[src/hdl/alt_pkg.sv]
// ----------------------------------------------------------------------------
// Line tokenizer package
// Shared byte constants, byte classes, token types and the result word.
// ----------------------------------------------------------------------------
package alt_pkg;

  localparam logic [7:0] CHAR_COMMA = 8'h2C;
  localparam logic [7:0] CHAR_QUOTE = 8'h22;
  localparam logic [7:0] CHAR_SPACE = 8'h20;
  localparam logic [7:0] CHAR_TAB   = 8'h09;
  localparam logic [7:0] CHAR_CR    = 8'h0D;
  localparam logic [7:0] CHAR_LF    = 8'h0A;

  typedef enum logic [2:0] {
    CLS_BLANK,
    CLS_COMMA,
    CLS_QUOTE,
    CLS_OTHER,
    CLS_END
  } cls_e;

  typedef enum logic [2:0] {
    TK_WORD,
    TK_COMMA,
    TK_STRING,
    TK_ERROR,
    TK_END
  } tok_e;

  typedef struct packed {
    tok_e        token_type;
    logic [7:0]  text_start;
    logic [8:0]  text_length;
    logic        overflow;
    logic        last;
  } res_t;

endpackage

[src/hdl/alt_fifo.sv]
// ----------------------------------------------------------------------------
// Small register queue
// Holds up to DEPTH words; takes up to two words and gives one word a cycle.
// ----------------------------------------------------------------------------
module alt_fifo #(
  parameter int WIDTH = 8,
  parameter int DEPTH = 4
) (
  input  logic                         clk_i,
  input  logic                         rst_ni,
  input  logic                         push_a_i,
  input  logic [WIDTH-1:0]             data_a_i,
  input  logic                         push_b_i,
  input  logic [WIDTH-1:0]             data_b_i,
  input  logic                         pop_i,
  output logic [WIDTH-1:0]             head_o,
  output logic [$clog2(DEPTH+1)-1:0]   count_o
);

  localparam int PtrW = $clog2(DEPTH);
  localparam int CntW = $clog2(DEPTH + 1);

  logic [WIDTH-1:0] mem_q [DEPTH];
  logic [PtrW-1:0]  rd_ptr_q, rd_ptr_d;
  logic [PtrW-1:0]  wr_ptr_q, wr_ptr_d;
  logic [CntW-1:0]  count_q, count_d;

  always_comb begin
    rd_ptr_d = rd_ptr_q + PtrW'(pop_i);
    wr_ptr_d = wr_ptr_q + PtrW'(push_a_i) + PtrW'(push_b_i);
    count_d  = count_q + CntW'(push_a_i) + CntW'(push_b_i) - CntW'(pop_i);
  end

  always_ff @(posedge clk_i or negedge rst_ni) begin
    if (!rst_ni) begin
      rd_ptr_q <= '0;
      wr_ptr_q <= '0;
      count_q  <= '0;
    end else begin
      rd_ptr_q <= rd_ptr_d;
      wr_ptr_q <= wr_ptr_d;
      count_q  <= count_d;
    end
  end

  always_ff @(posedge clk_i) begin
    if (push_a_i) begin
      mem_q[wr_ptr_q] <= data_a_i;
    end
    if (push_b_i) begin
      mem_q[wr_ptr_q + PtrW'(1)] <= data_b_i;
    end
  end

  assign head_o  = mem_q[rd_ptr_q];
  assign count_o = count_q;

endmodule

[src/hdl/alt_front.sv]
// ----------------------------------------------------------------------------
// Tokenizer front end
// Classifies each incoming byte and tags it with its saturated line offset.
// ----------------------------------------------------------------------------
module alt_front
  import alt_pkg::*;
#(
  parameter int MAX_LINE = 256
) (
  input  logic                          clk_i,
  input  logic                          rst_ni,
  input  logic                          take_i,
  input  logic                          kind_i,
  input  logic [7:0]                    char_byte_i,
  output cls_e                          cls_o,
  output logic [$clog2(MAX_LINE+1)-1:0] pos_o,
  output logic                          ovf_o
);

  localparam int PosW = $clog2(MAX_LINE + 1);

  logic [PosW-1:0] pos_q, pos_d;
  logic            ovf_q, ovf_d;
  logic            at_limit;

  assign at_limit = (pos_q == PosW'(MAX_LINE));

  always_comb begin
    cls_o = CLS_OTHER;
    if (kind_i) begin
      cls_o = CLS_END;
    end else if (char_byte_i == CHAR_COMMA) begin
      cls_o = CLS_COMMA;
    end else if (char_byte_i == CHAR_QUOTE) begin
      cls_o = CLS_QUOTE;
    end else if (char_byte_i == CHAR_SPACE || char_byte_i == CHAR_TAB ||
                 char_byte_i == CHAR_CR || char_byte_i == CHAR_LF) begin
      cls_o = CLS_BLANK;
    end
  end

  always_comb begin
    pos_d = pos_q;
    ovf_d = ovf_q;
    ovf_o = ovf_q;
    if (kind_i) begin
      pos_d = '0;
      ovf_d = 1'b0;
    end else if (at_limit) begin
      ovf_d = 1'b1;
      ovf_o = 1'b1;
    end else begin
      pos_d = pos_q + PosW'(1);
    end
  end

  assign pos_o = pos_q;

  always_ff @(posedge clk_i or negedge rst_ni) begin
    if (!rst_ni) begin
      pos_q <= '0;
      ovf_q <= 1'b0;
    end else if (take_i) begin
      pos_q <= pos_d;
      ovf_q <= ovf_d;
    end
  end

endmodule

[src/hdl/alt_back.sv]
// ----------------------------------------------------------------------------
// Tokenizer back end
// Runs the scan mode machine and emits up to two tokens per classified byte.
// ----------------------------------------------------------------------------
module alt_back
  import alt_pkg::*;
#(
  parameter int MAX_LINE = 256
) (
  input  logic                          clk_i,
  input  logic                          rst_ni,
  input  logic                          item_valid_i,
  input  cls_e                          item_cls_i,
  input  logic [$clog2(MAX_LINE+1)-1:0] item_pos_i,
  input  logic                          item_ovf_i,
  input  logic                          out_room_i,
  output logic                          item_pop_o,
  output logic                          res_push_a_o,
  output res_t                          res_a_o,
  output logic                          res_push_b_o,
  output res_t                          res_b_o
);

  localparam int PosW = $clog2(MAX_LINE + 1);
  localparam int BegW = $clog2(MAX_LINE);

  typedef enum logic [1:0] {
    MODE_IDLE,
    MODE_WORD,
    MODE_STRING
  } mode_e;

  mode_e           mode_q, mode_d;
  logic [BegW-1:0] begin_q, begin_d;
  logic            go;
  logic [PosW-1:0] begin_ext;
  logic [PosW-1:0] str_from;
  tok_e            type_a, type_b;
  logic [PosW-1:0] start_a, len_a, start_b;
  logic [1:0]      n_res;

  function automatic logic [PosW-1:0] span(input logic [PosW-1:0] from,
                                           input logic [PosW-1:0] to);
    return (to > from) ? to - from : '0;
  endfunction

  function automatic logic [BegW-1:0] clamp(input logic [PosW-1:0] p);
    return (p >= PosW'(MAX_LINE)) ? BegW'(MAX_LINE - 1) : p[BegW-1:0];
  endfunction

  assign go         = item_valid_i && out_room_i;
  assign item_pop_o = go;
  assign begin_ext  = PosW'(begin_q);
  assign str_from   = begin_ext + PosW'(1);

  always_comb begin
    mode_d  = mode_q;
    begin_d = begin_q;
    n_res   = 2'd0;
    type_a  = TK_END;
    start_a = '0;
    len_a   = '0;
    type_b  = TK_END;
    start_b = '0;
    if (item_cls_i == CLS_END) begin
      mode_d  = MODE_IDLE;
      begin_d = '0;
      case (mode_q)
        MODE_WORD: begin
          n_res   = 2'd2;
          type_a  = TK_WORD;
          start_a = begin_ext;
          len_a   = span(begin_ext, item_pos_i);
        end
        MODE_STRING: begin
          n_res   = 2'd2;
          type_a  = TK_ERROR;
          start_a = begin_ext;
          len_a   = span(begin_ext, item_pos_i);
        end
        default: begin
          n_res = 2'd1;
        end
      endcase
    end else begin
      case (mode_q)
        MODE_WORD: begin
          if (item_cls_i == CLS_BLANK || item_cls_i == CLS_COMMA) begin
            mode_d  = MODE_IDLE;
            type_a  = TK_WORD;
            start_a = begin_ext;
            len_a   = span(begin_ext, item_pos_i);
            n_res   = 2'd1;
            if (item_cls_i == CLS_COMMA) begin
              n_res   = 2'd2;
              type_b  = TK_COMMA;
              start_b = PosW'(clamp(item_pos_i));
            end
          end
        end
        MODE_STRING: begin
          if (item_cls_i == CLS_QUOTE) begin
            mode_d  = MODE_IDLE;
            n_res   = 2'd1;
            type_a  = TK_STRING;
            start_a = PosW'(clamp(str_from));
            len_a   = span(str_from, item_pos_i);
          end
        end
        default: begin
          mode_d = MODE_IDLE;
          if (item_cls_i == CLS_COMMA) begin
            n_res   = 2'd1;
            type_a  = TK_COMMA;
            start_a = PosW'(clamp(item_pos_i));
            len_a   = PosW'(1);
          end else if (item_cls_i == CLS_QUOTE) begin
            begin_d = clamp(item_pos_i);
            mode_d  = MODE_STRING;
          end else if (item_cls_i == CLS_OTHER) begin
            begin_d = clamp(item_pos_i);
            mode_d  = MODE_WORD;
          end
        end
      endcase
    end
  end

  always_comb begin
    res_a_o.token_type  = type_a;
    res_a_o.text_start  = 8'(start_a);
    res_a_o.text_length = 9'(len_a);
    res_a_o.overflow    = item_ovf_i;
    res_a_o.last        = (n_res == 2'd1);
    res_b_o.token_type  = type_b;
    res_b_o.text_start  = 8'(start_b);
    res_b_o.text_length = (type_b == TK_COMMA) ? 9'd1 : 9'd0;
    res_b_o.overflow    = item_ovf_i;
    res_b_o.last        = 1'b1;
    res_push_a_o        = go && (n_res != 2'd0);
    res_push_b_o        = go && (n_res == 2'd2);
  end

  always_ff @(posedge clk_i or negedge rst_ni) begin
    if (!rst_ni) begin
      mode_q  <= MODE_IDLE;
      begin_q <= '0;
    end else if (go) begin
      mode_q  <= mode_d;
      begin_q <= begin_d;
    end
  end

endmodule

[src/hdl/assembly_line_tokenizer.sv]
// ----------------------------------------------------------------------------
// Assembly line tokenizer
// Splits a source line, fed one byte per word, into word, comma and string
// tokens with start offset and length.
//
// Input is a queue: push_i with kind_i and char_byte_i is taken when full_o
// is low. kind_i high closes the line. Results come out as a queue: while
// empty_o is low the oldest token is on the result ports, and pop_i takes it.
// One input word can be accepted every cycle while full_o is low. A word
// is queued, then its tokens are queued. An input word gives zero, one
// or two tokens; last_o marks the final token of each word, and a line end
// always gives one end token after any flushed word or error token.
// The front end keeps the line offset, a two-entry queue feeds the back end,
// and the back end writes into a four-entry result queue. When the receiver
// stops popping, the result queue fills, the back end halts, and full_o
// rises once the middle queue is full. Reset empties both queues and returns
// the offset and scan mode to the start of a line.
// ----------------------------------------------------------------------------
module assembly_line_tokenizer
  import alt_pkg::*;
#(
  parameter int MAX_LINE = 256
) (
  input  logic       clk_i,
  input  logic       rst_ni,
  input  logic       push_i,
  output logic       full_o,
  input  logic       kind_i,
  input  logic [7:0] char_byte_i,
  output logic       empty_o,
  input  logic       pop_i,
  output logic [2:0] token_type_o,
  output logic [7:0] text_start_o,
  output logic [8:0] text_length_o,
  output logic       overflow_o,
  output logic       last_o
);

  localparam int PosW     = $clog2(MAX_LINE + 1);
  localparam int ItemW    = $bits(cls_e) + 1 + PosW;
  localparam int MidDepth = 2;
  localparam int OutDepth = 4;
  localparam int ResW     = $bits(res_t);

  logic                           take;
  cls_e                           front_cls;
  logic [PosW-1:0]                front_pos;
  logic                           front_ovf;
  logic [ItemW-1:0]               mid_in, mid_head;
  logic [$clog2(MidDepth+1)-1:0]  mid_count;
  logic                           item_pop;
  cls_e                           item_cls;
  logic [PosW-1:0]                item_pos;
  logic                           item_ovf;
  logic                           out_room;
  logic                           push_a, push_b;
  res_t                           res_a, res_b, res_head;
  logic [ResW-1:0]                out_head;
  logic [$clog2(OutDepth+1)-1:0]  out_count;

  assign full_o = (mid_count == ($clog2(MidDepth+1))'(MidDepth));
  assign take   = push_i && !full_o;

  alt_front #(
    .MAX_LINE(MAX_LINE)
  ) u_front (
    .clk_i      (clk_i),
    .rst_ni     (rst_ni),
    .take_i     (take),
    .kind_i     (kind_i),
    .char_byte_i(char_byte_i),
    .cls_o      (front_cls),
    .pos_o      (front_pos),
    .ovf_o      (front_ovf)
  );

  assign mid_in = {front_cls, front_ovf, front_pos};

  alt_fifo #(
    .WIDTH(ItemW),
    .DEPTH(MidDepth)
  ) u_mid_queue (
    .clk_i   (clk_i),
    .rst_ni  (rst_ni),
    .push_a_i(take),
    .data_a_i(mid_in),
    .push_b_i(1'b0),
    .data_b_i(mid_in),
    .pop_i   (item_pop),
    .head_o  (mid_head),
    .count_o (mid_count)
  );

  assign item_cls = cls_e'(mid_head[ItemW-1 -: $bits(cls_e)]);
  assign item_ovf = mid_head[PosW];
  assign item_pos = mid_head[PosW-1:0];
  assign out_room = (out_count <= ($clog2(OutDepth+1))'(OutDepth - 2));

  alt_back #(
    .MAX_LINE(MAX_LINE)
  ) u_back (
    .clk_i       (clk_i),
    .rst_ni      (rst_ni),
    .item_valid_i(mid_count != '0),
    .item_cls_i  (item_cls),
    .item_pos_i  (item_pos),
    .item_ovf_i  (item_ovf),
    .out_room_i  (out_room),
    .item_pop_o  (item_pop),
    .res_push_a_o(push_a),
    .res_a_o     (res_a),
    .res_push_b_o(push_b),
    .res_b_o     (res_b)
  );

  alt_fifo #(
    .WIDTH(ResW),
    .DEPTH(OutDepth)
  ) u_out_queue (
    .clk_i   (clk_i),
    .rst_ni  (rst_ni),
    .push_a_i(push_a),
    .data_a_i(res_a),
    .push_b_i(push_b),
    .data_b_i(res_b),
    .pop_i   (pop_i && !empty_o),
    .head_o  (out_head),
    .count_o (out_count)
  );

  assign res_head      = res_t'(out_head);
  assign empty_o       = (out_count == '0);
  assign token_type_o  = res_head.token_type;
  assign text_start_o  = res_head.text_start;
  assign text_length_o = res_head.text_length;
  assign overflow_o    = res_head.overflow;
  assign last_o        = res_head.last;

`ifndef SYNTHESIS
  a_end_is_last: assert property (@(posedge clk_i) disable iff (!rst_ni)
    (!empty_o && token_type_o == TK_END) |-> last_o)
    else $error("End token without last flag.");

  a_comma_len: assert property (@(posedge clk_i) disable iff (!rst_ni)
    (!empty_o && token_type_o == TK_COMMA) |-> (text_length_o == 9'd1))
    else $error("Comma token with length other than one.");

  a_end_fields: assert property (@(posedge clk_i) disable iff (!rst_ni)
    (!empty_o && token_type_o == TK_END) |-> (text_start_o == 8'd0 &&
                                              text_length_o == 9'd0))
    else $error("End token with nonzero start or length.");

  a_no_overfill: assert property (@(posedge clk_i) disable iff (!rst_ni)
    push_b |-> push_a && out_room)
    else $error("Result queue written past its room.");
`endif

endmodule
[config.mk]
export PLATFORM = sky130hd
export DESIGN_NAME = assembly_line_tokenizer
export DESIGN_NICKNAME = d
export VERILOG_FILES = /design/src/hdl/alt_pkg.sv /design/src/hdl/alt_fifo.sv /design/src/hdl/alt_front.sv /design/src/hdl/alt_back.sv /design/src/hdl/assembly_line_tokenizer.sv
export SDC_FILE = /design/constraint.sdc
export NUM_CORES = 1
export LEC_CHECK = 0
export BUFFER_PORTS_ARGS = -buffer_cell sky130_fd_sc_hd__buf_2
export CORE_MARGIN = 2
export CORE_UTILIZATION = 45
export CTS_CLUSTER_SIZE = 30
export DETAILED_ROUTE_END_ITERATION = 16
export SLEW_MARGIN = 5
export SYNTH_ARGS = -nofsm -noshare
export SYNTH_HDL_FRONTEND = slang
export SYNTH_SLANG_ARGS = --single-unit
[constraint.sdc]
create_clock -name clk_i -period 4.9 [get_ports clk_i]
set_input_delay 1.225 -clock clk_i [delete_from_list [all_inputs] [get_ports clk_i]]
set_output_delay 1.225 -clock clk_i [all_outputs]
set_load 0.01 [all_outputs]
== After elaboration in Yosys (flattened, before gate mapping) ==
Memories as Yosys holds them, arrays and structs flattened.
Cells that the tools add are included.
Operators by class
  add/subtract/negate cells: 15
  $mul: 0
  div/mod/pow operators: 0
  $lt $le $gt $ge: 5
  equal/unequal tests: 22
  shift-type cells: 0
  mux-type cells: 63
  bitwise gates (word level): 0
  reduce and logical (&&, ||, !) cells: 20
Operator list (number)
  $mux W8: 15
  $mux W9: 8
  $mux W3: 10
  $eq A8 B4 Y1 const B: 3
  $eq A8 B6 Y1 const B: 3
  $mux W2: 10
  $ge A9 B9 Y1 const B: 2
  $pmux W9 S2: 1
  $pmux W8 S2: 1
  $mux W1: 14
  $pmux W3 S2: 2
  $add A8 B1 Y9 const B: 1
  $add A9 B1 Y9 const B: 1
  $eq A9 B9 Y1 const B: 1
  $gt A9 B8 Y1: 1
  $gt A9 B9 Y1: 1
  $sub A9 B8 Y9: 1
  $sub A9 B9 Y9: 1
  $add A2 B1 Y2: 4
  $pmux W2 S2: 2
  $add A3 B1 Y3: 2
  $eq A2 B2 Y1 const B: 3
  $eq A3 B1 Y1 const B: 2
  $eq A3 B2 Y1 const B: 2
  other kinds (20): 34
Word-level totals
  register bits: 31
  bits in latches: 0
  bits in writable memories: 114
  ROM bits: 0
  input bits: 13
  output and inout port bits: 24
  logic and storage cells: 137
  memories: 2
Memory list
  u_out_queue.mem_q: depth 4, bits a word 22, rd ports 1, clocked after Yosys merged registers in 0, wr ports 2, line alt_fifo.sv:23  | logic [WIDTH-1:0] mem_q [DEPTH];
  u_mid_queue.mem_q: depth 2, bits a word 13, rd ports 1, clocked after Yosys merged registers in 0, wr ports 1, line alt_fifo.sv:23

== Longest topological paths before layout ==
Gate-level depths: netlist of the first run.
An unclocked memory read counts as a cell.
  depth in word-level cells: 11
  depth in mapped cells: 13
  gate-level depth less buffers: 11

== Hierarchy ==
From an unflattened synthesis of the first run, not the netlist that was laid out.
Second synthesis, totals
  cell total of the unflattened synthesis: 713
  area, all modules: 9006.1 um2
Modules (own cells, without submodules)
  alt_fifo (u_out_queue): times used 1, cells each 243, area each 4596.9 um2, sequential area each 2817.7 um2
  alt_back: times used 1, cells each 306, area each 2210.9 um2, sequential area each 250.2 um2
  alt_fifo (u_mid_queue): times used 1, cells each 84, area each 1478.9 um2, sequential area each 880.8 um2
  alt_front: times used 1, cells each 73, area each 673.1 um2, sequential area each 250.2 um2
  assembly_line_tokenizer: times used 1, cells each 7, area each 46.3 um2, sequential area each 0.0 um2

== Worst setup path after synthesis of the first run ==
No wires, ideal clock.
  path kind: flip-flop to flip-flop
  start: register u_mid_queue.rd_ptr_q
  end: memory u_out_queue.mem_q[1][2] in the netlist's numbering, data pin
  library setup time: 0.272 ns
  arrival: 3.104 ns
  required time: 4.628 ns
  path slack: 1.524 ns
  stages on the path, launching flop included: 13
  path buffers: 3
  clock period less this slack: 3.376 ns
  cells stage by stage: dfrtp_1 buf_4 buf_2 mux2_2 ha_1 a21oi_1 nand3_1 a311oi_1 o2111ai_1 o211a_1 buf_2 a211oi_2 o21ai_1
RTL lines
  from (decl): line alt_fifo.sv:24  | logic [PtrW-1:0] rd_ptr_q, rd_ptr_d;
  from (signal assigned): line alt_fifo.sv:40  | rd_ptr_q <= rd_ptr_d;
  to (decl): line alt_fifo.sv:23

==> results of run 1 <==
-- state kept, by name, indices dropped and copies added (netlist names), 2 cells and up --
name and flops:
u_out_queue.wr_ptr_q 2, u_mid_queue.count_o 2, u_out_queue.count_o 3, u_mid_queue.mem_q 26
u_out_queue.rd_ptr_q 2, u_back.mode_q 2, u_front.pos_o 9, u_back.begin_q 8
u_out_queue.mem_q 88
-- power by group --
| group | leakage (nW) | internal, mW | switching (mW) |
|---|---|---|---|
| clock network | 0.287 | 0.788 | 0.505 |
| logic | 1.66 | 1.05 | 1.75 |
| registers | 1.41 | 1.54 | 0.289 |
-- path summary, 6_finish.rpt --
check	start	to	slack [ns]	cells after the start
min	u_out_queue.mem_q[0][20]	u_out_queue.mem_q[0][20]	0.46	2
max in group asynchronous	rst_ni	u_mid_queue.wr_ptr_q	3.54	1
max reg2reg	u_mid_queue.rd_ptr_q	u_out_queue.mem_q[0][10]	0.74	10
min reg2reg	u_out_queue.mem_q[0][20]	u_out_queue.mem_q[0][20]	0.46	2
max	u_mid_queue.rd_ptr_q	u_out_queue.mem_q[0][10]	0.74	10
min in group asynchronous	rst_ni	u_mid_queue.count_o[0]	0.87	1
-- metal layers --
| metal | track usage, % | part of all wire (%) |
|---|---|---|
| met1 | 30.0 | 40 |
| met2 | 41.5 | 49 |
| met3 | 5.85 | 7.5 |
| met4 | 11.1 | 3.2 |
| met5 | 0 | 0 |
-- critical path: stages, from the launching register on --
cell and delay (ns):
dfrtp_1 0.98, mux2i_1 0.48, inv_1 0.18, ha_1 0.34, nor2b_1 0.13, o21ai_0 0.11
a21oi_1 0.26, o21ai_0 0.21, o21ai_2 0.84, nand2_1 0.28, o221ai_1 0.27
-- cells by family (layout without fill, tap and decap cells) --
group	Yosys count	after routing	synth area share, %
xor gates and xnor gates	33	33	3.59
AOI/OAI and AO/OA	196	196	16.4
and+or+nand+nor	228	228	14.8
adders and majority gates	34	34	5.69
DFF	145	145	47.2
buffers and inverters	84	127	4.01
muxes	37	37	8.32
-- cell usage after synthesis, drive strengths merged, types with 7 or more instances --
| master | number | area, µm² |
|---|---|---|
| mux2i | 11 | 129 |
| dfxtp | 40 | 801 |
| nor2 | 39 | 149 |
| nand2 | 45 | 171 |
| inv | 42 | 158 |
| clkbuf | 35 | 131 |
| mux4 | 22 | 495 |
| dfrtp | 31 | 776 |
| buf | 7 | 33.8 |
| xor2 | 12 | 105 |
| o21ai | 58 | 294 |
| nand4 | 13 | 81.3 |
| xnor2 | 21 | 184 |
| nand2b | 7 | 43.8 |
| and3 | 7 | 43.8 |
| a21oi | 22 | 114 |
| nand3 | 74 | 370 |
| o211ai | 18 | 135 |
| nor3 | 9 | 72.6 |
| o22ai | 38 | 238 |
| edfxtp | 74 | 2220 |
| ha | 27 | 338 |
-- area by class of cell --
cell class / count / area, µm² / area share, %
clock buffer: 23 / 478 / 5.26
clock inverter: 9 / 105 / 1.16
inverter: 42 / 158 / 1.74
multi-input combinational: 528 / 3950 / 43.5
sequential: 145 / 3800 / 41.8
tap: 225 / 282 / 3.10
timing repair buffer: 53 / 308 / 3.39
-- metrics by stage --
stage | hold slack (ns) | worst slack, ns | instance area [µm²] | total power [mW] | cells
floorplan | 0.435 | 1.52 | 8050 | 3.82 | 757
global route | 0.472 | 0.450 | 9080 | 6.28 | 1025
global placement | 0.445 | 1.02 | 8500 | 4.56 | 993
detailed placement | 0.453 | 0.798 | 8500 | 4.62 | 993
CTS | 0.461 | 0.780 | 9080 | 5.92 | 1025
finish | 0.461 | 0.737 | 9080 | 5.93 | 1025
==> flow_summary.yaml, run 1 <==
status:
  outcome: "complete, no violations"
die:
  rows: 48
  die_y_um: 138
  die_w_um: 138
  die_area_um2: 19000
  initial_core_util_pct: 46.2
  ios: 37
  core_um2: 17400
sta:
  maxSlewViolCount: 0
  fin_crit_sh_pct: 85.0
  skew_ns: 0.00686
  slew-limit-headroom_pct: 21.6
  setup_viol: 0
  fin_crit_ns: 4.16
  max_clock_freq_mhz: 240
  setup_tns_ns: 0
  tightest_slew_ns: 1.18
  rsz0062_at_grt: "no"
  hold_viol: 0
detailed_routing:
  num_vias: 6436
  drc: 0
  final_antenna_net_count: 0
  drt_iter0_drc: 530
  firstDrtPassIters: 5
  routed_wl_um: 22000
  wl_per_cell_um: 21.5
  vias_per_cell: 6.28
clock_tree:
  ctsHoldBuffers: 0
  insertion_delay_ns: 0.43
  h-tree-depth: 4
  clkTransAtPathRegs_ns: 0.06
  cts_tree: "done"
  post_cts_buffers: 0
  clkSinkCount: 145
  ctsResizeCount: 0
  cts-buffers-inserted: 17
  root_buffer: "clkbuf_16"
  cts.path.max_buffers: 2
place:
  gp_congestion: 0.942
  dp_hpwl_um: 15400
  portBuffers: 36
yosys:
  synthArstFlopShare_pct: 21.4
  synthFlopType: "edfxtp_1"
  syn_area_um2: 8050
  syn_inst: 757
  ys_seq_elements: 145
  avgSynthCellArea_um2: 10.6
  synth-edff-count: 74
  syn_nets: 802
  yosysWarnings: 0
  yosysSeqAreaShare_pct: 47.2
  synth.distinct_cells: 77
power:
  powerDensity_nw_per_um2: 653
  ir_drop_uv: 376
  p_leak_nw: 3.36
final_layout:
  final_util_pct: 52.1
  layout.nets: 832
  layout_common_cells: "nand3_1 (74), edfxtp_1 (74), nand2_1 (44)"
  area_delta_synth_final_pct: 12.8
  nFillCells: 1560
  antennaDiodeCount: 0
  drive_above_1_share_pct: 17.3
grt:
  first_global_vias: 6295
  track_usage_pct: 24.6
  antenna_found_initial: 0
  grt_pass1_wl_um: 34800
  grt_overflow: 0
  grt_max_degree: 32
critical_path:
  critPathLaunchType: "register"
  endpoint_kind: "register"
  critical_path_peak_fanout: 26
  crit_arrival_ns: 4.51
  worstPathRequired_ns: 5.24
  crit_type: "reg2reg"
worst_hold_path:
  hold_path.class: "reg2reg"
run:
  maxCapViolCount: 0
Note: power is estimated with default switching activity, not from simulation.
==> inputs of run 2 (changes only) <==
Clock period 4.9 ns to 3.54 ns, I/O delays scaled along.
==> run 2 against run 1 <==
Net effect:
- worst hold slack improved by 0.0011 ns
- register-to-register slack got worse by 0.48 ns
- sequential share of layout area fell by 0.86 points
==> flow_summary.yaml, run 2 (synthesis results as in run 1) <==
final_layout:
  largest_reg_flops: 88
  antennaDiodeCount: 0
  drive_above_1_share_pct: 19.7
  postLayoutCellArea_um2: 9270
  layout.nets: 854
  top_register: "u_out_queue.mem_q"
  area_delta_synth_final_pct: 15.2
  layout_common_cells: "nand3_1 (74), edfxtp_1 (74), nand2_1 (44)"
  nFillCells: 1550
grt:
  track_usage_pct: 24.6
  grt_overflow: 0
  antenna_found_initial: 0
  grt_max_degree: 32
  grtUsageMet2_pct: 41.8
  first_global_vias: 6523
  top_usage_layer: "met2"
  grtUsageMet1_pct: 30.7
  grt_use_met3_pct: 5.26
  grt_pass1_wl_um: 34900
place:
  placed_cell_area_um2: 8660
  dp_hpwl_um: 15800
  gp_congestion: 0.942
  portBuffers: 36
clock_tree:
  post_cts_buffers: 0
  cts.path.max_buffers: 2
  root_buffer: "clkbuf_16"
  clkTransAtPathRegs_ns: 0.06
  cts-buffers-inserted: 17
  h-tree-depth: 4
  cts_tree: "done"
  clkSinkCount: 145
  insertion_delay_ns: 0.42
status:
  outcome: "complete, no violations"
sta:
  tightest_slew_ns: 0.851
  max_clock_freq_mhz: 304
  setup_tns_ns: 0
  rsz0062_at_grt: "no"
  skew_ns: 0.00914
  hold_ws_ns: 0.462
  slew-limit-headroom_pct: 43.0
  fin_crit_sh_pct: 92.9
  fin_crit_ns: 3.29
  maxSlewViolCount: 0
  setup_viol: 0
  hold_viol: 0
detailed_routing:
  wl_per_cell_um: 21.0
  final_antenna_net_count: 0
  vias_per_cell: 6.21
  routed_wl_um: 22000
  firstDrtPassIters: 6
  drc: 0
  num_vias: 6497
  drt_iter0_drc: 590
worst_hold_path:
  hold_path.class: "reg2reg"
critical_path:
  path_delay_family: "adder cells"
  worstPathRequired_ns: 3.85
  critical_path_peak_fanout: 12
  crit_arrival_ns: 3.60
  max_stage_delay_ns: 0.72
  critPathLaunchType: "register"
  endpoint_kind: "register"
  timing.critical_path.buf_inv: 2
  worstPathCellList: "inv_1 -> ha_1 -> nor2_1 -> o2111a_1 -> nor3_2 -> ha_1 -> inv_1 -> fa_1 -> fa_1 -> xnor2_1"
  slowest_stage: "nor3_2"
  crit_type: "reg2reg"
die:
  die_w_um: 138
  core_um2: 17400
  ios: 37
  die_area_um2: 19000
  initial_core_util_pct: 46.2
  die_y_um: 138
  rows: 48
power:
  comb_power_share_pct: 50.1
  ir_drop_uv: 467
  power.internal_mw: 4.81
  seqPwrFrac_pct: 28.7
  p_leak_nw: 3.47
  pwr-share-clk_pct: 21.2
  switching_power_mw: 3.61
  swShare_pct: 42.9
  powerDensity_nw_per_um2: 908
run:
  maxCapViolCount: 0
==> run 2: cell types whose count changed in the layout (fill, tap and decap cells not counted), moves of 2 or more <==
cell / change
clkinv_2: -2
inv_4: +2
clkbuf_16: +2
buf_4: +22
==> run 2: power by group through the flow <==
stage,combinational [mW],clock [mW],sequential (mW)
after CTS,4.17,1.81,2.42
after global routing,4.62,1.88,2.46
after global placement,4.07,0,2.43
after floorplan,2.97,0,2.31
final,4.22,1.78,2.42
after detailed placement,4.16,0,2.45
==> run 2: metrics by stage <==
stage	setup WS (ns)	std cells	util, %	power, mW
4_1_cts	0.121	1047	53.1	8.39
6_report	0.252	1047	53.2	8.42
2_1_floorplan	0.164	757	-	5.29
5_1_grt	0.0752	1047	53.2	8.96
3_5_place_dp	0.140	1015	49.7	6.60
3_3_place_gp	0.235	1015	49.7	6.50
==> run 2: what timing repair did <==
item,4_1_cts,5_1_grt
resized for setup,0,4
hold buffers,0,0
endpoints found under the setup margin,0,18
==> run 2: layout make-up <==
cell class	instances	area [µm²]	share of cell area, %
Clock buffer	25	519	5.60
Clock inverter	7	68.8	0.742
Inverter	42	158	1.70
Multi-Input combinational cell	528	3970	42.8
Sequential cell	145	3800	41.0
Tap cell	225	282	3.04
Timing Repair Buffer	75	473	5.10
==> run 2: routing by layer <==
layer	up-vias	wire length, µm
li1	2983	-
met1	3205	9150
met2	270	10800
met3	39	1470
met4	0	603
met5	-	0
==> run 2: path summary, 6_finish.rpt <==
path | cells past startpoint | from | slack (ns) | end
min in group asynchronous | 1 | rst_ni | 0.55 | u_mid_queue.count_o[1]
max in group asynchronous | 1 | rst_ni | 2.44 | u_mid_queue.rd_ptr_q
setup reg to reg | 10 | u_back.mode_q[0] | 0.25 | u_out_queue.count_o[2]
setup / recovery | 10 | u_back.mode_q[0] | 0.25 | u_out_queue.count_o[2]
hold / removal | 1 | u_out_queue.mem_q[2][0] | 0.46 | u_out_queue.mem_q[2][0]
hold reg to reg | 1 | u_out_queue.mem_q[2][0] | 0.46 | u_out_queue.mem_q[2][0]
